<file path="config.mk">
export PLATFORM = sky130hd
export DESIGN_NAME = playfair_digraph_decrypt_top
export DESIGN_NICKNAME = d
export VERILOG_FILES = /design/src/rtl/pfd_pkg.sv /design/src/rtl/playfair_digraph_decrypt_top.sv /design/src/rtl/pfd_front.sv /design/src/rtl/pfd_queue.sv /design/src/rtl/pfd_back.sv
export SDC_FILE = /design/constraint.sdc
export NUM_CORES = 1
export LEC_CHECK = 0
export BUFFER_PORTS_ARGS = -buffer_cell sky130_fd_sc_hd__buf_2
export CORE_MARGIN = 5
export CORE_UTILIZATION = 41
export DETAILED_ROUTE_END_ITERATION = 8
export GPL_ROUTABILITY_DRIVEN = 0
export GPL_TIMING_DRIVEN = 1
export HOLD_SLACK_MARGIN = 0.08
export PLACE_DENSITY_LB_ADDON = 0.2
export SETUP_SLACK_MARGIN = 0.1
export SYNTH_ARGS = -nofsm -noshare
export SYNTH_HDL_FRONTEND = slang
export SYNTH_HIERARCHICAL = 1
export SYNTH_SLANG_ARGS = --single-unit
</file>
<file path="constraint.sdc">
create_clock -name clk -period 9.5 [get_ports clk]
set_input_delay 0.95 -clock clk [delete_from_list [all_inputs] [get_ports clk]]
set_output_delay 0.95 -clock clk [all_outputs]
set_load 0.05 [all_outputs]
</file>
<file path="src/rtl/pfd_pkg.sv">
`default_nettype none

package pfd_pkg;

    // key square geometry
    localparam int SIDE     = 5;
    localparam int CELLS    = 25;
    localparam int ALPHA    = 26;
    localparam int LETTER_I = 8;
    localparam int LETTER_J = 9;

    // ascii codes
    localparam logic [7:0] ASCII_UPPER_A = 8'h41;
    localparam logic [7:0] ASCII_UPPER_Z = 8'h5A;
    localparam logic [7:0] ASCII_LOWER_A = 8'h61;
    localparam logic [7:0] ASCII_LOWER_Z = 8'h7A;
    localparam logic [6:0] PLAIN_BASE    = 7'h41;

    // item kind carried on the input channel
    typedef enum logic {
        ACT_KEY    = 1'b0,
        ACT_CIPHER = 1'b1
    } action_t;

    // classified item passed from front to back
    typedef struct packed {
        action_t    action;
        logic       is_letter;
        logic [4:0] idx;
        logic       key_last;
    } item_t;

endpackage

`default_nettype wire

</file>
<file path="src/rtl/playfair_digraph_decrypt_top.sv">
// Playfair digraph decryption over a 5x5 key square.
// Input channel (in_valid/in_stall): each beat carries action, letter and
// key_last. Key beats (action 0) build the square; the beat with key_last
// set starts a fill of the remaining letters that walks the alphabet once.
// A key beat after a finished key starts a new square.
// Cipher beats (action 1) are paired; spaces and other non-letters among them
// are dropped at the front.
// Output channel (out_valid/out_stall): the second letter of each pair gives
// two beats, plain_letter with last_of_run 0, then with last_of_run 1.
// After the second cipher letter of a pair is accepted, the back end reads the
// positions, reads the square, passes a wait state and loads the two output
// beats in turn; a single key letter is placed as it is popped.
// A queue of QUEUE_DEPTH beats sits between the classifier and the back end;
// in_stall rises only when it is full. When the receiver stalls, the output
// beat holds and the back end waits, while the queue keeps taking input.
// Reset clears the key, any open pair and the queue; the square memories
// are not cleared and are read only after a key is finished.
`default_nettype none

module playfair_digraph_decrypt_top #(
    parameter int QUEUE_DEPTH = 4
) (
    input  wire logic        clk,
    input  wire logic        rst_n,
    input  wire logic        in_valid,
    output logic             in_stall,
    input  wire logic        action,
    input  wire logic [7:0]  letter,
    input  wire logic        key_last,
    output logic             out_valid,
    input  wire logic        out_stall,
    output logic [6:0]       plain_letter,
    output logic             last_of_run
);
    import pfd_pkg::*;

    item_t front_item;
    item_t head_item;
    logic  front_keep;
    logic  q_full;
    logic  q_not_empty;
    logic  q_pop;
    logic  q_push;

    // classify incoming beats
    pfd_front u_front (
        .action   (action),
        .letter   (letter),
        .key_last (key_last),
        .item     (front_item),
        .keep     (front_keep)
    );

    assign in_stall = q_full;
    assign q_push   = in_valid && !q_full && front_keep;

    // decoupling queue
    pfd_queue #(
        .DEPTH (QUEUE_DEPTH)
    ) u_queue (
        .clk       (clk),
        .rst_n     (rst_n),
        .push      (q_push),
        .push_item (front_item),
        .full      (q_full),
        .pop       (q_pop),
        .pop_item  (head_item),
        .not_empty (q_not_empty)
    );

    // key building and pair decryption
    pfd_back u_back (
        .clk          (clk),
        .rst_n        (rst_n),
        .q_valid      (q_not_empty),
        .q_item       (head_item),
        .q_pop        (q_pop),
        .out_valid    (out_valid),
        .out_stall    (out_stall),
        .plain_letter (plain_letter),
        .last_of_run  (last_of_run)
    );

`ifndef NO_ASSERTIONS
    // output letters are upper case and never j
    a_letter_range: assert property (@(posedge clk) disable iff (!rst_n)
        out_valid |-> (plain_letter >= 7'h41) && (plain_letter <= 7'h5A)
                      && (plain_letter != 7'h4A))
        else $error("plain letter out of range");

    // the second letter of a pair follows its first at once
    a_pair_follows: assert property (@(posedge clk) disable iff (!rst_n)
        out_valid && !out_stall && !last_of_run |=> out_valid && last_of_run)
        else $error("second letter of pair missing");

    // the queue never pops while empty
    a_pop_nonempty: assert property (@(posedge clk) disable iff (!rst_n)
        q_pop |-> q_not_empty)
        else $error("pop from empty queue");
`endif

endmodule

`default_nettype wire

</file>
<file path="src/rtl/pfd_front.sv">
`default_nettype none

module pfd_front (
    input  wire logic        action,
    input  wire logic [7:0]  letter,
    input  wire logic        key_last,
    output pfd_pkg::item_t   item,
    output logic             keep
);
    import pfd_pkg::*;

    logic       is_letter;
    logic [7:0] offset;
    logic [4:0] raw_idx;

    // letter detection, either case
    always_comb
    begin
        is_letter = 1'b0;
        offset    = '0;
        if (letter inside {[ASCII_UPPER_A:ASCII_UPPER_Z]})
        begin
            is_letter = 1'b1;
            offset    = letter - ASCII_UPPER_A;
        end
        else if (letter inside {[ASCII_LOWER_A:ASCII_LOWER_Z]})
        begin
            is_letter = 1'b1;
            offset    = letter - ASCII_LOWER_A;
        end
    end

    assign raw_idx = offset[4:0];

    // fold j onto i and build the item
    always_comb
    begin
        item.action    = action_t'(action);
        item.is_letter = is_letter;
        item.idx       = (raw_idx == 5'(LETTER_J)) ? 5'(LETTER_I) : raw_idx;
        item.key_last  = key_last;
    end

    // cipher non-letters (spaces included) have no effect at all
    assign keep = (action_t'(action) == ACT_KEY) || is_letter;

endmodule

`default_nettype wire

</file>
<file path="src/rtl/pfd_queue.sv">
`default_nettype none

module pfd_queue #(
    parameter int DEPTH = 4
) (
    input  wire logic            clk,
    input  wire logic            rst_n,
    input  wire logic            push,
    input  wire pfd_pkg::item_t  push_item,
    output logic                 full,
    input  wire logic            pop,
    output pfd_pkg::item_t       pop_item,
    output logic                 not_empty
);
    import pfd_pkg::*;

    localparam int PW = (DEPTH > 1) ? $clog2(DEPTH) : 1;
    localparam int CW = $clog2(DEPTH + 1);

    item_t           slots [DEPTH];
    logic [PW-1:0]   wr_ptr_reg;
    logic [PW-1:0]   rd_ptr_reg;
    logic [CW-1:0]   count_reg;

    function automatic logic [PW-1:0] ptr_inc(input logic [PW-1:0] p);
        ptr_inc = (p == PW'(DEPTH - 1)) ? '0 : p + PW'(1);
    endfunction

    assign full      = (count_reg == CW'(DEPTH));
    assign not_empty = (count_reg != '0);
    assign pop_item  = slots[rd_ptr_reg];

    // storage
    always_ff @(posedge clk)
    begin
        if (push)
        begin
            slots[wr_ptr_reg] <= push_item;
        end
    end

    // pointers and fill level
    always_ff @(posedge clk or negedge rst_n)
    begin
        if (!rst_n)
        begin
            wr_ptr_reg <= '0;
            rd_ptr_reg <= '0;
            count_reg  <= '0;
        end
        else
        begin
            if (push)
            begin
                wr_ptr_reg <= ptr_inc(wr_ptr_reg);
            end
            if (pop)
            begin
                rd_ptr_reg <= ptr_inc(rd_ptr_reg);
            end
            if (push && !pop)
            begin
                count_reg <= count_reg + CW'(1);
            end
            else if (pop && !push)
            begin
                count_reg <= count_reg - CW'(1);
            end
        end
    end

endmodule

`default_nettype wire

</file>
<file path="src/rtl/pfd_back.sv">
`default_nettype none

module pfd_back (
    input  wire logic            clk,
    input  wire logic            rst_n,
    input  wire logic            q_valid,
    input  wire pfd_pkg::item_t  q_item,
    output logic                 q_pop,
    output logic                 out_valid,
    input  wire logic            out_stall,
    output logic [6:0]           plain_letter,
    output logic                 last_of_run
);
    import pfd_pkg::*;

    typedef enum logic [2:0] {
        S_IDLE,
        S_FILL,
        S_POS,
        S_SQ,
        S_EMIT1,
        S_EMIT2
    } state_t;

    // square memories: letter per cell, {row,col} per letter
    logic [4:0] sq_mem  [CELLS];
    logic [5:0] pos_mem [ALPHA];

    state_t      state_reg, state_next;
    logic [25:0] used_reg, used_next;
    logic [4:0]  cnt_reg, cnt_next;
    logic [2:0]  row_reg, row_next;
    logic [2:0]  col_reg, col_next;
    logic        done_reg, done_next;
    logic        pend_valid_reg, pend_valid_next;
    logic [4:0]  pend_letter_reg, pend_letter_next;
    logic [4:0]  sweep_reg, sweep_next;
    logic        out_valid_reg, out_valid_next;
    logic [6:0]  out_letter_reg, out_letter_next;
    logic        out_last_reg, out_last_next;

    logic        clear;
    logic        place_en;
    logic [4:0]  place_idx;
    logic [25:0] base_used;
    logic [4:0]  base_cnt;
    logic [2:0]  base_row;
    logic [2:0]  base_col;
    logic        wr_en;

    logic        pos_rd_en;
    logic [4:0]  pos_addr_a, pos_addr_b;
    logic [5:0]  pos_a_q, pos_b_q;
    logic        sq_rd_en;
    logic [4:0]  sq_addr_a, sq_addr_b;
    logic [4:0]  sq_a_q, sq_b_q;

    logic [2:0]  r1, c1, r2, c2;
    logic [2:0]  ra, ca, rb, cb;
    logic        slot_free;

    function automatic logic [2:0] wrap_dec(input logic [2:0] v);
        wrap_dec = (v == 3'd0) ? 3'(SIDE - 1) : v - 3'd1;
    endfunction

    function automatic logic [4:0] cell_addr(input logic [2:0] r, input logic [2:0] c);
        cell_addr = ({2'b00, r} << 2) + {2'b00, r} + {2'b00, c};
    endfunction

    assign slot_free = !out_valid_reg || !out_stall;

    assign r1 = pos_a_q[5:3];
    assign c1 = pos_a_q[2:0];
    assign r2 = pos_b_q[5:3];
    assign c2 = pos_b_q[2:0];

    // decryption rules on the two looked-up positions
    always_comb
    begin
        if (r1 == r2)
        begin
            ra = r1;
            ca = wrap_dec(c1);
            rb = r2;
            cb = wrap_dec(c2);
        end
        else if (c1 == c2)
        begin
            ra = wrap_dec(r1);
            ca = c1;
            rb = wrap_dec(r2);
            cb = c2;
        end
        else
        begin
            ra = r1;
            ca = c2;
            rb = r2;
            cb = c1;
        end
    end

    assign sq_addr_a = cell_addr(ra, ca);
    assign sq_addr_b = cell_addr(rb, cb);

    // sequencer
    always_comb
    begin
        state_next       = state_reg;
        done_next        = done_reg;
        pend_valid_next  = pend_valid_reg;
        pend_letter_next = pend_letter_reg;
        sweep_next       = sweep_reg;
        out_valid_next   = out_valid_reg;
        out_letter_next  = out_letter_reg;
        out_last_next    = out_last_reg;
        clear            = 1'b0;
        place_en         = 1'b0;
        place_idx        = '0;
        q_pop            = 1'b0;
        pos_rd_en        = 1'b0;
        pos_addr_a       = pend_letter_reg;
        pos_addr_b       = q_item.idx;
        sq_rd_en         = 1'b0;

        if (slot_free)
        begin
            out_valid_next = 1'b0;
        end

        case (state_reg)
            S_IDLE:
            begin
                if (q_valid)
                begin
                    q_pop = 1'b1;
                    if (q_item.action == ACT_KEY)
                    begin
                        // a key after a finished key starts over
                        if (done_reg)
                        begin
                            clear            = 1'b1;
                            done_next        = 1'b0;
                            pend_valid_next  = 1'b0;
                            pend_letter_next = '0;
                        end
                        place_en  = q_item.is_letter;
                        place_idx = q_item.idx;
                        if (q_item.key_last)
                        begin
                            sweep_next = '0;
                            state_next = S_FILL;
                        end
                    end
                    else if (done_reg)
                    begin
                        if (!pend_valid_reg)
                        begin
                            pend_valid_next  = 1'b1;
                            pend_letter_next = q_item.idx;
                        end
                        else
                        begin
                            pos_rd_en        = 1'b1;
                            pend_valid_next  = 1'b0;
                            pend_letter_next = '0;
                            state_next       = S_POS;
                        end
                    end
                end
            end
            S_FILL:
            begin
                // walk the alphabet once, skipping j
                place_en   = (sweep_reg != 5'(LETTER_J));
                place_idx  = sweep_reg;
                sweep_next = sweep_reg + 5'd1;
                if (sweep_reg == 5'(ALPHA - 1))
                begin
                    done_next  = 1'b1;
                    state_next = S_IDLE;
                end
            end
            S_POS:
            begin
                sq_rd_en   = 1'b1;
                state_next = S_SQ;
            end
            S_SQ:
            begin
                state_next = S_EMIT1;
            end
            S_EMIT1:
            begin
                if (slot_free)
                begin
                    out_valid_next  = 1'b1;
                    out_letter_next = PLAIN_BASE + {2'b00, sq_a_q};
                    out_last_next   = 1'b0;
                    state_next      = S_EMIT2;
                end
            end
            S_EMIT2:
            begin
                if (slot_free)
                begin
                    out_valid_next  = 1'b1;
                    out_letter_next = PLAIN_BASE + {2'b00, sq_b_q};
                    out_last_next   = 1'b1;
                    state_next      = S_IDLE;
                end
            end
            default:
            begin
                state_next = S_IDLE;
            end
        endcase
    end

    // letter placement into the next free cell
    always_comb
    begin
        base_used = clear ? '0 : used_reg;
        base_cnt  = clear ? '0 : cnt_reg;
        base_row  = clear ? '0 : row_reg;
        base_col  = clear ? '0 : col_reg;
        wr_en     = place_en && !base_used[place_idx] && (base_cnt < 5'(CELLS));
        used_next = base_used;
        cnt_next  = base_cnt;
        row_next  = base_row;
        col_next  = base_col;
        if (wr_en)
        begin
            used_next[place_idx] = 1'b1;
            cnt_next = base_cnt + 5'd1;
            if (base_col == 3'(SIDE - 1))
            begin
                col_next = '0;
                row_next = base_row + 3'd1;
            end
            else
            begin
                col_next = base_col + 3'd1;
            end
        end
    end

    // square memories
    always_ff @(posedge clk)
    begin
        if (wr_en)
        begin
            sq_mem[base_cnt]   <= place_idx;
            pos_mem[place_idx] <= {base_row, base_col};
        end
        if (pos_rd_en)
        begin
            pos_a_q <= pos_mem[pos_addr_a];
            pos_b_q <= pos_mem[pos_addr_b];
        end
        if (sq_rd_en)
        begin
            sq_a_q <= sq_mem[sq_addr_a];
            sq_b_q <= sq_mem[sq_addr_b];
        end
    end

    // state and registered outputs
    always_ff @(posedge clk or negedge rst_n)
    begin
        if (!rst_n)
        begin
            state_reg       <= S_IDLE;
            used_reg        <= '0;
            cnt_reg         <= '0;
            row_reg         <= '0;
            col_reg         <= '0;
            done_reg        <= 1'b0;
            pend_valid_reg  <= 1'b0;
            pend_letter_reg <= '0;
            sweep_reg       <= '0;
            out_valid_reg   <= 1'b0;
            out_letter_reg  <= '0;
            out_last_reg    <= 1'b0;
        end
        else
        begin
            state_reg       <= state_next;
            used_reg        <= used_next;
            cnt_reg         <= cnt_next;
            row_reg         <= row_next;
            col_reg         <= col_next;
            done_reg        <= done_next;
            pend_valid_reg  <= pend_valid_next;
            pend_letter_reg <= pend_letter_next;
            sweep_reg       <= sweep_next;
            out_valid_reg   <= out_valid_next;
            out_letter_reg  <= out_letter_next;
            out_last_reg    <= out_last_next;
        end
    end

    assign out_valid    = out_valid_reg;
    assign plain_letter = out_letter_reg;
    assign last_of_run  = out_last_reg;

endmodule

`default_nettype wire
</file>
Word-level counts from Yosys, hierarchy flattened. Memories as Yosys holds them, arrays and structs flattened. A register that Yosys moved wholly into a read port is not among the register bits. Index checks and enable logic that the tools add are counted.

Word-level logic and storage cells: 193. Memories: 3. Bits in registers: 68. RAM bits: 313. Input bits: 14. Output and inout port bits: 10.

Add/sub/neg operators: 20. Eq/ne operators: 23. Reduce and logical (&&, ||, !) cells: 32. Bitwise logic cells: 2. Magnitude comparators: 7. Mux-type cells: 91.

Memory list: u_back.pos_mem (words 26, width 6, rd ports 2, clocked after memory_dff 2, write ports 1, line pfd_back.sv:27) `logic [5:0] pos_mem [ALPHA];`; u_back.sq_mem (words 25, width 5, rd ports 2, clocked after memory_dff 2, write ports 1, line pfd_back.sv:26) `logic [4:0] sq_mem [CELLS];`; u_queue.slots (words 4, width 8, rd ports 1, clocked after memory_dff 0, write ports 1, line pfd_queue.sv:20) `item_t slots [DEPTH];`.

Operators with widths (number): 2-to-1 mux 3 bit (28); 2-to-1 mux 5 bit (14); 2-to-1 mux 26 bit (2); 2-to-1 mux 1 bit (34); OR 26 bit (1); adder 5 x 3 -> 5 bit (4); one-hot mux 5 bit (2 select lines) (2); one-hot mux 3 bit (6 select lines) (1); greater-or-equal comparator 8 x 7 -> 1 bit (second input constant) (2); <= comparator 8 x 7 -> 1 bit (second input constant) (2); zero test 3 bit (5); subtractor 3 x 1 -> 3 bit (second input constant) (5); adder 7 x 5 -> 7 bit (first input constant) (2); 2-to-1 mux 7 bit (2); one-hot mux 7 bit (2 select lines) (1); == test 3 bit (second input constant) (4); adder 5 x 1 -> 5 bit (second input constant) (2); subtractor 5 x 1 -> 5 bit (second input constant) (2); adder 3 x 1 -> 3 bit (second input constant) (3); logical AND 1 bit (9); AND reduction 4 bit (2); AND reduction 7 bit (1); == test 3 x 2 -> 1 bit (second input constant) (2); == test 3 bit (2); 24 further kinds (43).

Logic depth before layout (Yosys ltp). Gate-level depths: netlist of run 1.

Depth in word-level cells: 12. Depth in mapped cells: 16. Depth with buffers taken out: 15.

Cells and area by module. Netlist of run 1, hierarchy kept.

Modules (own cells, without submodules): pfd_back (cells an instance 1176, times used 1, area each 18118.6 µm²); pfd_queue (cells an instance 79, times used 1, area each 1570.3 µm²); pfd_front (cells an instance 31, times used 1, area each 242.7 µm²); playfair_digraph_decrypt_top (cells an instance 1, times used 1, area each 8.8 µm²).

Worst setup path before layout of run 1. Ideal clock, no wire load.

Path type: flip-flop to flip-flop. Start point: reg u_queue.rd_ptr_reg[0]. End point: mem u_back.sq_mem[24][0] (enable). Clock period less this slack: 4.354 ns. Setup slack: 5.146 ns. Arrival: 3.972 ns. Cell stages (with the launch flop): 16. Buffers on the path: 6. Required time: 9.119 ns. Path through: dfrtp_1 -> buf_6 -> mux4_2 -> clkbuf_1 -> nor2b_1 -> buf_2 -> a21oi_4 -> inv_2 -> buf_2 -> nand2_1 -> a22oi_1 -> a2111o_1 -> or3_1 -> buf_2 -> buf_2 -> nor4_1.

RTL lines: from (decl) (line pfd_queue.sv:22) `logic [PW-1:0] rd_ptr_reg;`; from (signal assigned) (line pfd_queue.sv:59) `rd_ptr_reg <= ptr_inc(rd_ptr_reg);`; to (decl) (line pfd_back.sv:26).

==> flow_metrics.env, run 1 <==
export IMPL_avgSynthCellArea_um2=15.5
export IMPL_yosysSeqAreaShare=0.590
export IMPL_leakage_nw=7.80
export IMPL_muxShareOfSynthArea=0.211
export IMPL_synthToLayoutAreaGrowth_pct=10.7
export IMPL_holdPathStages=2
export IMPL_reg_largest_list="u_back/pos_mem: 156 flops, u_back/sq_mem: 125 flops, u_queue/slots: 32 flops"
export IMPL_setup_viol=0
export IMPL_hp_start="u_back/plain_letter[0]$_DFFE_PN0P_"
export IMPL_path_class="reg2reg"
export IMPL_num_rows=80
export IMPL_p_clk_frac=0.275
export IMPL_cts_buffer_depth=3
export IMPL_internal_power_mw=3.93
export IMPL_largest_register_ffs=156
export IMPL_fin_crit_sh=0.617
export IMPL_fillers=4149
export IMPL_cts_resized=0
export IMPL_min_to="u_back/plain_letter[0]$_DFFE_PN0P_"
export IMPL_ys_warn_count=6
export IMPL_seq_power_share=0.402
export IMPL_grt_max_degree=69
export IMPL_design_die_area_mm2=0.0531
export IMPL_synth_compound_area_frac=0.0582
export IMPL_cts_clk_slew_worst_paths_ns=0.06
export IMPL_synth_xor_xnor_area_share=0.0114
export IMPL_status="complete, no violations"
export IMPL_crit_required_ns=9.75
export IMPL_synth_edf_count=335
export IMPL_h_tree_depth=2
export IMPL_drt_wl_total_mm=47.3
export IMPL_combinationalPowerShare=0.323
export IMPL_r2r_slack_ns=3.64
export IMPL_final_hold_viol_count=0
export IMPL_grt_pass1_wl_mm=73.1
export IMPL_slew_headroom=0.163
export IMPL_grt_setup_unrepaired="false"
export IMPL_utilization=0.460
export IMPL_cp_slowest_cell="nor3_2"
export IMPL_hold_class="reg2reg"
export IMPL_synth_cells=1287
export IMPL_use_met3=0.0275
export IMPL_tns_ns=0
export IMPL_first_iter_violations=843
export IMPL_ioPinCount=24
export IMPL_synth_seq_cells=403
export IMPL_netlist_area_mm2=0.0199
export IMPL_rr_endpoint="u_back/pos_mem[24][1]$_DFFE_PP_"
export IMPL_synth_net_count=1337
export IMPL_yosys_area_share_simple=0.0789
export IMPL_synth_top_family_by_area="multiplexers"
export IMPL_fin_nets=1346
export IMPL_layout_drive_gt1_share=0.244
export IMPL_grt_use_met2=0.296
export IMPL_die_width_um=231
export IMPL_grt_util_all_layers=0.179
export IMPL_cp_max_fo=44
export IMPL_io_buffers=23
export IMPL_p_per_area_mw_per_mm2=274
export IMPL_root_buffer="clkbuf_16"
export IMPL_antenna_found_initial=0
export IMPL_largest_register="u_back/pos_mem"
export IMPL_async_reset_ff_frac=0.169
export IMPL_core_mm2=0.0479
export IMPL_clock_sinks=403
export IMPL_fmax_mhz=171
export IMPL_cp_top_family="simple AND/OR/NAND/NOR gates"
export IMPL_path_cells="mux4_2 > buf_4 > nor2b_1 > a21oi_4 > inv_2 > mux2i_1 > o41ai_1 > a2111o_1 > nor3_2 > buf_4 > and3_1"
export IMPL_ctsHoldBuffers=0
export IMPL_tightest_slew_ns=1.24
export IMPL_viasPerCell=5.91
export IMPL_skew_ns=0.0319
export IMPL_max_stage_delay_ns=0.75
export IMPL_report_final_slew_viol_count=0
export IMPL_synth_flop_cell="edfxtp_1"
export IMPL_switching_share=0.350
export IMPL_antenna_cells=0
export IMPL_min_period_ns=5.86
export IMPL_gr_total_overflow=0
export IMPL_power_mw=6.05
export IMPL_clock_latency_ns=0.58
export IMPL_arrival_ns=6.11
export IMPL_cts_setup_buffers=0
export IMPL_instances_no_fill=1945
export IMPL_firstDrtPassIters=6
export IMPL_worst_r2r_path_depth=11
export IMPL_ant_nets=0
export IMPL_initial_core_util=0.416
export IMPL_peakVddDrop_v=0.000208
export IMPL_post_dp_hpwl_mm=31.4
export IMPL_drc=0
export IMPL_path_common_cell="buf_4"
export IMPL_fp_dieH_um=231
export IMPL_path_buf_inv=3
export IMPL_p_sw_mw=2.12
export IMPL_ff_latch_area_mm2=0.0118
export IMPL_dpl_cell_count=1867
export IMPL_grt_pass1_vias=11700
export IMPL_grt_most_used_layer="met2"
export IMPL_met1_usage=0.249
export IMPL_crit_path_start_kind="flip-flop"
export IMPL_drv_cap=0
export IMPL_cts_tree="done"
export IMPL_end_kind="flip-flop"
export IMPL_wire_per_inst_um=24.3
export IMPL_regToRegStartpoint="u_queue/rd_ptr_reg[0]$_DFFE_PN0P_"
export IMPL_synthDistinctLibCells=73
export IMPL_synthAdderAreaFrac=0.0245
export IMPL_vias=11500
export IMPL_multi_input_area_mm2=0.00770
export IMPL_cts_buffers=42
[worst max-delay path by stage]
stage | startpoint | end | slack, ns | depth (start not counted)
floorplan | u_queue/rd_ptr_reg[0]$_DFFE_PN0P_ | u_back/sq_mem[24][0]$_DFFE_PP_ | 5.15 | 15
global placement | u_queue/rd_ptr_reg[0]$_DFFE_PN0P_ | u_back/pos_mem[25][0]$_DFFE_PP_ | 3.82 | 11
detailed placement | u_queue/rd_ptr_reg[0]$_DFFE_PN0P_ | u_back/sq_mem[24][3]$_DFFE_PP_ | 3.59 | 11
CTS | u_queue/rd_ptr_reg[0]$_DFFE_PN0P_ | u_back/sq_mem[24][1]$_DFFE_PP_ | 3.54 | 11
global route | u_queue/rd_ptr_reg[0]$_DFFE_PN0P_ | u_back/pos_mem[25][2]$_DFFE_PP_ | 3.07 | 11
finish | u_queue/rd_ptr_reg[0]$_DFFE_PN0P_ | u_back/pos_mem[24][1]$_DFFE_PP_ | 3.64 | 11
[placed cells by master, fill, tap and decap left out, types with 29 or more instances in the layout]
| cell | count |
|---|---|
| mux2_2 | 31 |
| mux4_2 | 152 |
| ha_1 | 29 |
| nand2_1 | 131 |
| mux2i_1 | 42 |
| inv_1 | 40 |
| clkbuf_16 | 43 |
| dfrtp_1 | 67 |
| edfxtp_1 | 335 |
| nor3_1 | 35 |
| nor2_1 | 50 |
[per-stage QoR]
step	hold slack, ns	instance area [um2]	setup slack, ns
after floorplan	0.448	19900	5.15
after global placement	0.444	20700	3.82
after detailed placement	0.466	20700	3.59
after CTS	0.480	22100	3.54
after global routing	0.520	22100	3.07
final	0.475	22100	3.64
[power by group through the flow]
stage	sequential [mW]	combinational, mW	clock (mW)
floorplan	2.45	1.35	0
global placement	2.47	1.97	0
detailed placement	2.47	1.97	0
CTS	2.43	1.97	1.70
global route	2.46	2.11	1.79
finish	2.43	1.96	1.66
[synth_stat cells (all sizes together), types with 16 or more instances]
cell type / number / area share
nor2b: 18 / 0.0056
and3: 24 / 0.0075
edfxtp: 335 / 0.50
a211oi: 27 / 0.011
mux2i: 42 / 0.021
nand2: 131 / 0.025
ha: 31 / 0.019
xnor2: 17 / 0.0075
nor3: 36 / 0.0090
a21oi: 26 / 0.0071
inv: 42 / 0.0079
mux2: 33 / 0.019
o21ai: 20 / 0.0052
mux4: 152 / 0.17
buf: 35 / 0.0095
nor2: 50 / 0.0094
a32o: 16 / 0.0080
dfrtp: 68 / 0.085
clkbuf: 43 / 0.0081
[worst register-to-register path, stage by stage (launching register included)]
cell and delay, ns:
dfrtp_1 0.69, mux4_2 0.33, buf_4 0.65, nor2b_1 0.62
a21oi_4 0.19, inv_2 0.57, mux2i_1 0.34, o41ai_1 0.11
a2111o_1 0.50, nor3_2 0.75, buf_4 0.43, and3_1 0.38
[layout make-up]
cell class | instances | area share
well taps | 615 | 0.0349
multi-input cells | 763 | 0.349
flip-flops and latches | 403 | 0.533
inverters | 43 | 0.00737
clock inverters | 24 | 0.0118
clock buffers | 54 | 0.0520
repair buffers | 43 | 0.0121
[layer usage]
layer | up-vias | wire length (um) | part of all wire
met4 | 0 | 1130 | 0.024
met1 | 5955 | 20400 | 0.43
met2 | 344 | 23100 | 0.49
li1 | 5120 | - | -
met3 | 71 | 2720 | 0.057
met5 | - | 0 | 0
[cell families after synthesis]
group | count (synthesis)
AO/OA/AOI/OAI | 150
AND/OR/NAND/NOR | 324
adder cells (fa/ha/maj) | 36
flip-flops | 403
buffers and inverters | 121
multiplexers | 227
XOR/XNOR | 26
No activity file was read; power rests on OpenSTA's default activity.
==> run 2: changes to the inputs <==
--- a/config.mk
+++ b/config.mk
@@ -5,6 +5,7 @@
 export SDC_FILE = /design/constraint.sdc
 export NUM_CORES = 1
 export LEC_CHECK = 0
+export ABC_AREA = 1
 export BUFFER_PORTS_ARGS = -buffer_cell sky130_fd_sc_hd__buf_2
 export CORE_MARGIN = 5
 export CORE_UTILIZATION = 41
==> constraint.sdc (replaced) <==
create_clock -name clk -period 6.1 [get_ports clk]
set_input_delay 0.61 -clock clk [delete_from_list [all_inputs] [get_ports clk]]
set_output_delay 0.61 -clock clk [all_outputs]
set_load 0.05 [all_outputs]
==> flow_metrics.env, run 2 <==
export IMPL_end_kind="flip-flop"
export IMPL_cts_buffer_depth=3
export IMPL_cp_max_fo=33
export IMPL_whs_ns=0.160
export IMPL_synth_cells=2292
export IMPL_largest_register="u_back/pos_mem"
export IMPL_final_common_cell="nand2_1"
export IMPL_synth_most_common_cell="nand2_1"
export IMPL_final_cell_mix="nand2_1 (399), o21ai_0 (351), edfxtp_1 (335)"
export IMPL_fin_crit_sh=0.779
export IMPL_crit_required_ns=6.30
export IMPL_path_cells="inv_2 > nand2_1 > o211ai_1 > nand2_1 > inv_1 > nor3_1 > nand2_1 > o21ai_2 > nand3_1 > nand2_1 > nand2_1 > nand2_1 > nor2_4 > nand3_2 > nor2_1"
export IMPL_skew_ns=0.0265
export IMPL_vias=16700
export IMPL_io_buffers=23
export IMPL_fp_dieH_um=236
export IMPL_post_dp_hpwl_mm=37.1
export IMPL_synth_net_count=2342
export IMPL_synth_seq_cells=403
export IMPL_min_period_ns=4.75
export IMPL_viasPerCell=5.64
export IMPL_r2r_slack_ns=1.35
export IMPL_avgSynthCellArea_um2=9.11
export IMPL_path_buf_inv=2
export IMPL_place_area_mm2=0.0214
export IMPL_final_cell_area_mm2=0.0230
export IMPL_async_reset_ff_frac=0.169
export IMPL_num_rows=82
export IMPL_path_common_cell="nand2_1"
export IMPL_status="complete, no violations"
export IMPL_initial_core_util=0.415
export IMPL_multi_input_area_mm2=0.00765
export IMPL_drv_cap=0
export IMPL_antenna_found_initial=1
export IMPL_root_buffer="clkbuf_16"
export IMPL_grt_util_all_layers=0.203
export IMPL_final_hold_viol_count=0
export IMPL_setup_viol=0
export IMPL_ioPinCount=24
export IMPL_clock_sinks=403
export IMPL_yosys_top_cells_area="edfxtp_1 (48%), o21ai_0 (8.4%), dfrtp_1 (8.2%)"
export IMPL_rr_endpoint="u_back/sq_mem[0][3]$_DFFE_PP_"
export IMPL_arrival_ns=4.95
export IMPL_leakage_nw=9.22
export IMPL_hold_class="in2async"
export IMPL_cts_tree="done"
export IMPL_path_class="reg2reg"
export IMPL_fmax_mhz=210
export IMPL_drc=0
export IMPL_synth_top_area_frac=0.482
export IMPL_cts_buffers=46
export IMPL_cp_slowest_cell="inv_1"
export IMPL_first_iter_violations=1994
export IMPL_largest_register_ffs=156
export IMPL_h_tree_depth=2
export IMPL_synthToLayoutAreaGrowth_pct=10.0
export IMPL_synth_edf_count=335
export IMPL_fillers=4830
export IMPL_peakVddDrop_v=0.000287
export IMPL_utilization=0.457
export IMPL_drt_wl_total_mm=58.4
export IMPL_worst_r2r_path_depth=15
export IMPL_clock_latency_ns=0.59
export IMPL_ant_nets=0
export IMPL_netlist_top_cells_count="nand2_1 (400), o21ai_0 (351), edfxtp_1 (335)"
export IMPL_grt_pass1_wl_mm=90.4
export IMPL_tightest_slew_ns=1.26
export IMPL_netlist_area_mm2=0.0209
export IMPL_crit_path_start_kind="flip-flop"
export IMPL_max_stage_delay_ns=0.74
export IMPL_reg_largest_list="u_back/pos_mem: 156 flops, u_back/sq_mem: 125 flops, u_queue/slots: 32 flops"
export IMPL_die_width_um=236
export IMPL_synthDistinctLibCells=40
export IMPL_grt_setup_unrepaired="false"
export IMPL_yosysSeqAreaShare=0.563
export IMPL_core_mm2=0.0503
export IMPL_ys_warn_count=6
export IMPL_dpl_cell_count=2871
export IMPL_ff_latch_area_mm2=0.0118
export IMPL_regToRegStartpoint="u_queue/rd_ptr_reg[0]$_DFFE_PN0P_"
export IMPL_wire_per_inst_um=19.8
export IMPL_ctsHoldBuffers=0
export IMPL_slew_headroom=0.158
export IMPL_gr_total_overflow=0
export IMPL_cts_setup_buffers=0
export IMPL_fin_nets=2297
export IMPL_tns_ns=0
export IMPL_cts_clk_slew_worst_paths_ns=0.06
export IMPL_firstDrtPassIters=6
export IMPL_cts_resized=0
export IMPL_yosysTopAreaCell="edfxtp_1"
export IMPL_design_die_area_mm2=0.0555
export IMPL_p_per_area_mw_per_mm2=572
export IMPL_grt_pass1_vias=15900
export IMPL_synth_flop_cell="edfxtp_1"
export IMPL_cp_top_family="simple AND/OR/NAND/NOR gates"
export IMPL_instances_no_fill=2955
export IMPL_grt_max_degree=121
export IMPL_layout_drive_gt1_share=0.0706
export IMPL_report_final_slew_viol_count=0
==> run 2: cell families after synthesis <==
family	count (synthesis)	share of synthesized area
and+or+nand+nor	795	0.157
AOI/OAI and AO/OA	663	0.176
DFF	403	0.563
buffers and inverters	376	0.0726
adders and majority gates	36	0.0234
xor gates and xnor gates	17	0.00713
muxes	2	0.000959
==> run 2: cell type report <==
type / instances / share of cell area
Antenna cell: 1 / 0.000109
Clock buffer: 61 / 0.0561
Clock inverter: 22 / 0.00981
Inverter: 235 / 0.0385
Multi-Input combinational cell: 1513 / 0.333
Sequential cell: 403 / 0.512
Tap cell: 672 / 0.0366
Timing Repair Buffer: 48 / 0.0133
==> run 2: report_power, final <==
| part | leakage, nW | total [mW] | internal, mW | switching, mW |
|---|---|---|---|---|
| clock | 0.735 | 2.74 | 1.62 | 1.12 |
| sequential | 3.93 | 3.89 | 3.69 | 0.201 |
| combinational | 4.56 | 6.51 | 1.67 | 4.84 |
==> run 2: how the worst max path moves through the flow <==
stage                                                 start                             to  slack, ns  cells past startpoint
after floorplan                 u_back/pos_a_q[2]$_DFFE_PP_     u_back/sq_a_q[0]$_DFFE_PN_       2.48                     15
after global placement    u_queue/rd_ptr_reg[0]$_DFFE_PN0P_  u_back/sq_mem[1][4]$_DFFE_PP_       1.45                     15
after detailed placement  u_queue/rd_ptr_reg[0]$_DFFE_PN0P_  u_back/sq_mem[1][4]$_DFFE_PP_       1.43                     15
after CTS                 u_queue/rd_ptr_reg[0]$_DFFE_PN0P_  u_back/sq_mem[1][4]$_DFFE_PP_       1.41                     15
after global routing      u_queue/rd_ptr_reg[0]$_DFFE_PN0P_  u_back/sq_mem[1][4]$_DFFE_PP_       0.99                     15
final                     u_queue/rd_ptr_reg[0]$_DFFE_PN0P_  u_back/sq_mem[0][3]$_DFFE_PP_       1.35                     15
==> run 2: routing by layer <==
| layer | global-route usage | share of wire |
|---|---|---|
| met4 | 0.0674 | 0.030 |
| met3 | 0.0305 | 0.073 |
| met1 | 0.282 | 0.43 |
| met2 | 0.328 | 0.47 |
| met5 | 0 | 0 |
==> run 2: through the flow <==
| stage | setup slack [ns] | power (mW) |
|---|---|---|
| floorplan | 2.48 | 8.31 |
| global placement | 1.45 | 10.3 |
| detailed placement | 1.43 | 10.3 |
| CTS | 1.41 | 13.1 |
| global route | 0.994 | 14.0 |
| finish | 1.35 | 13.1 |
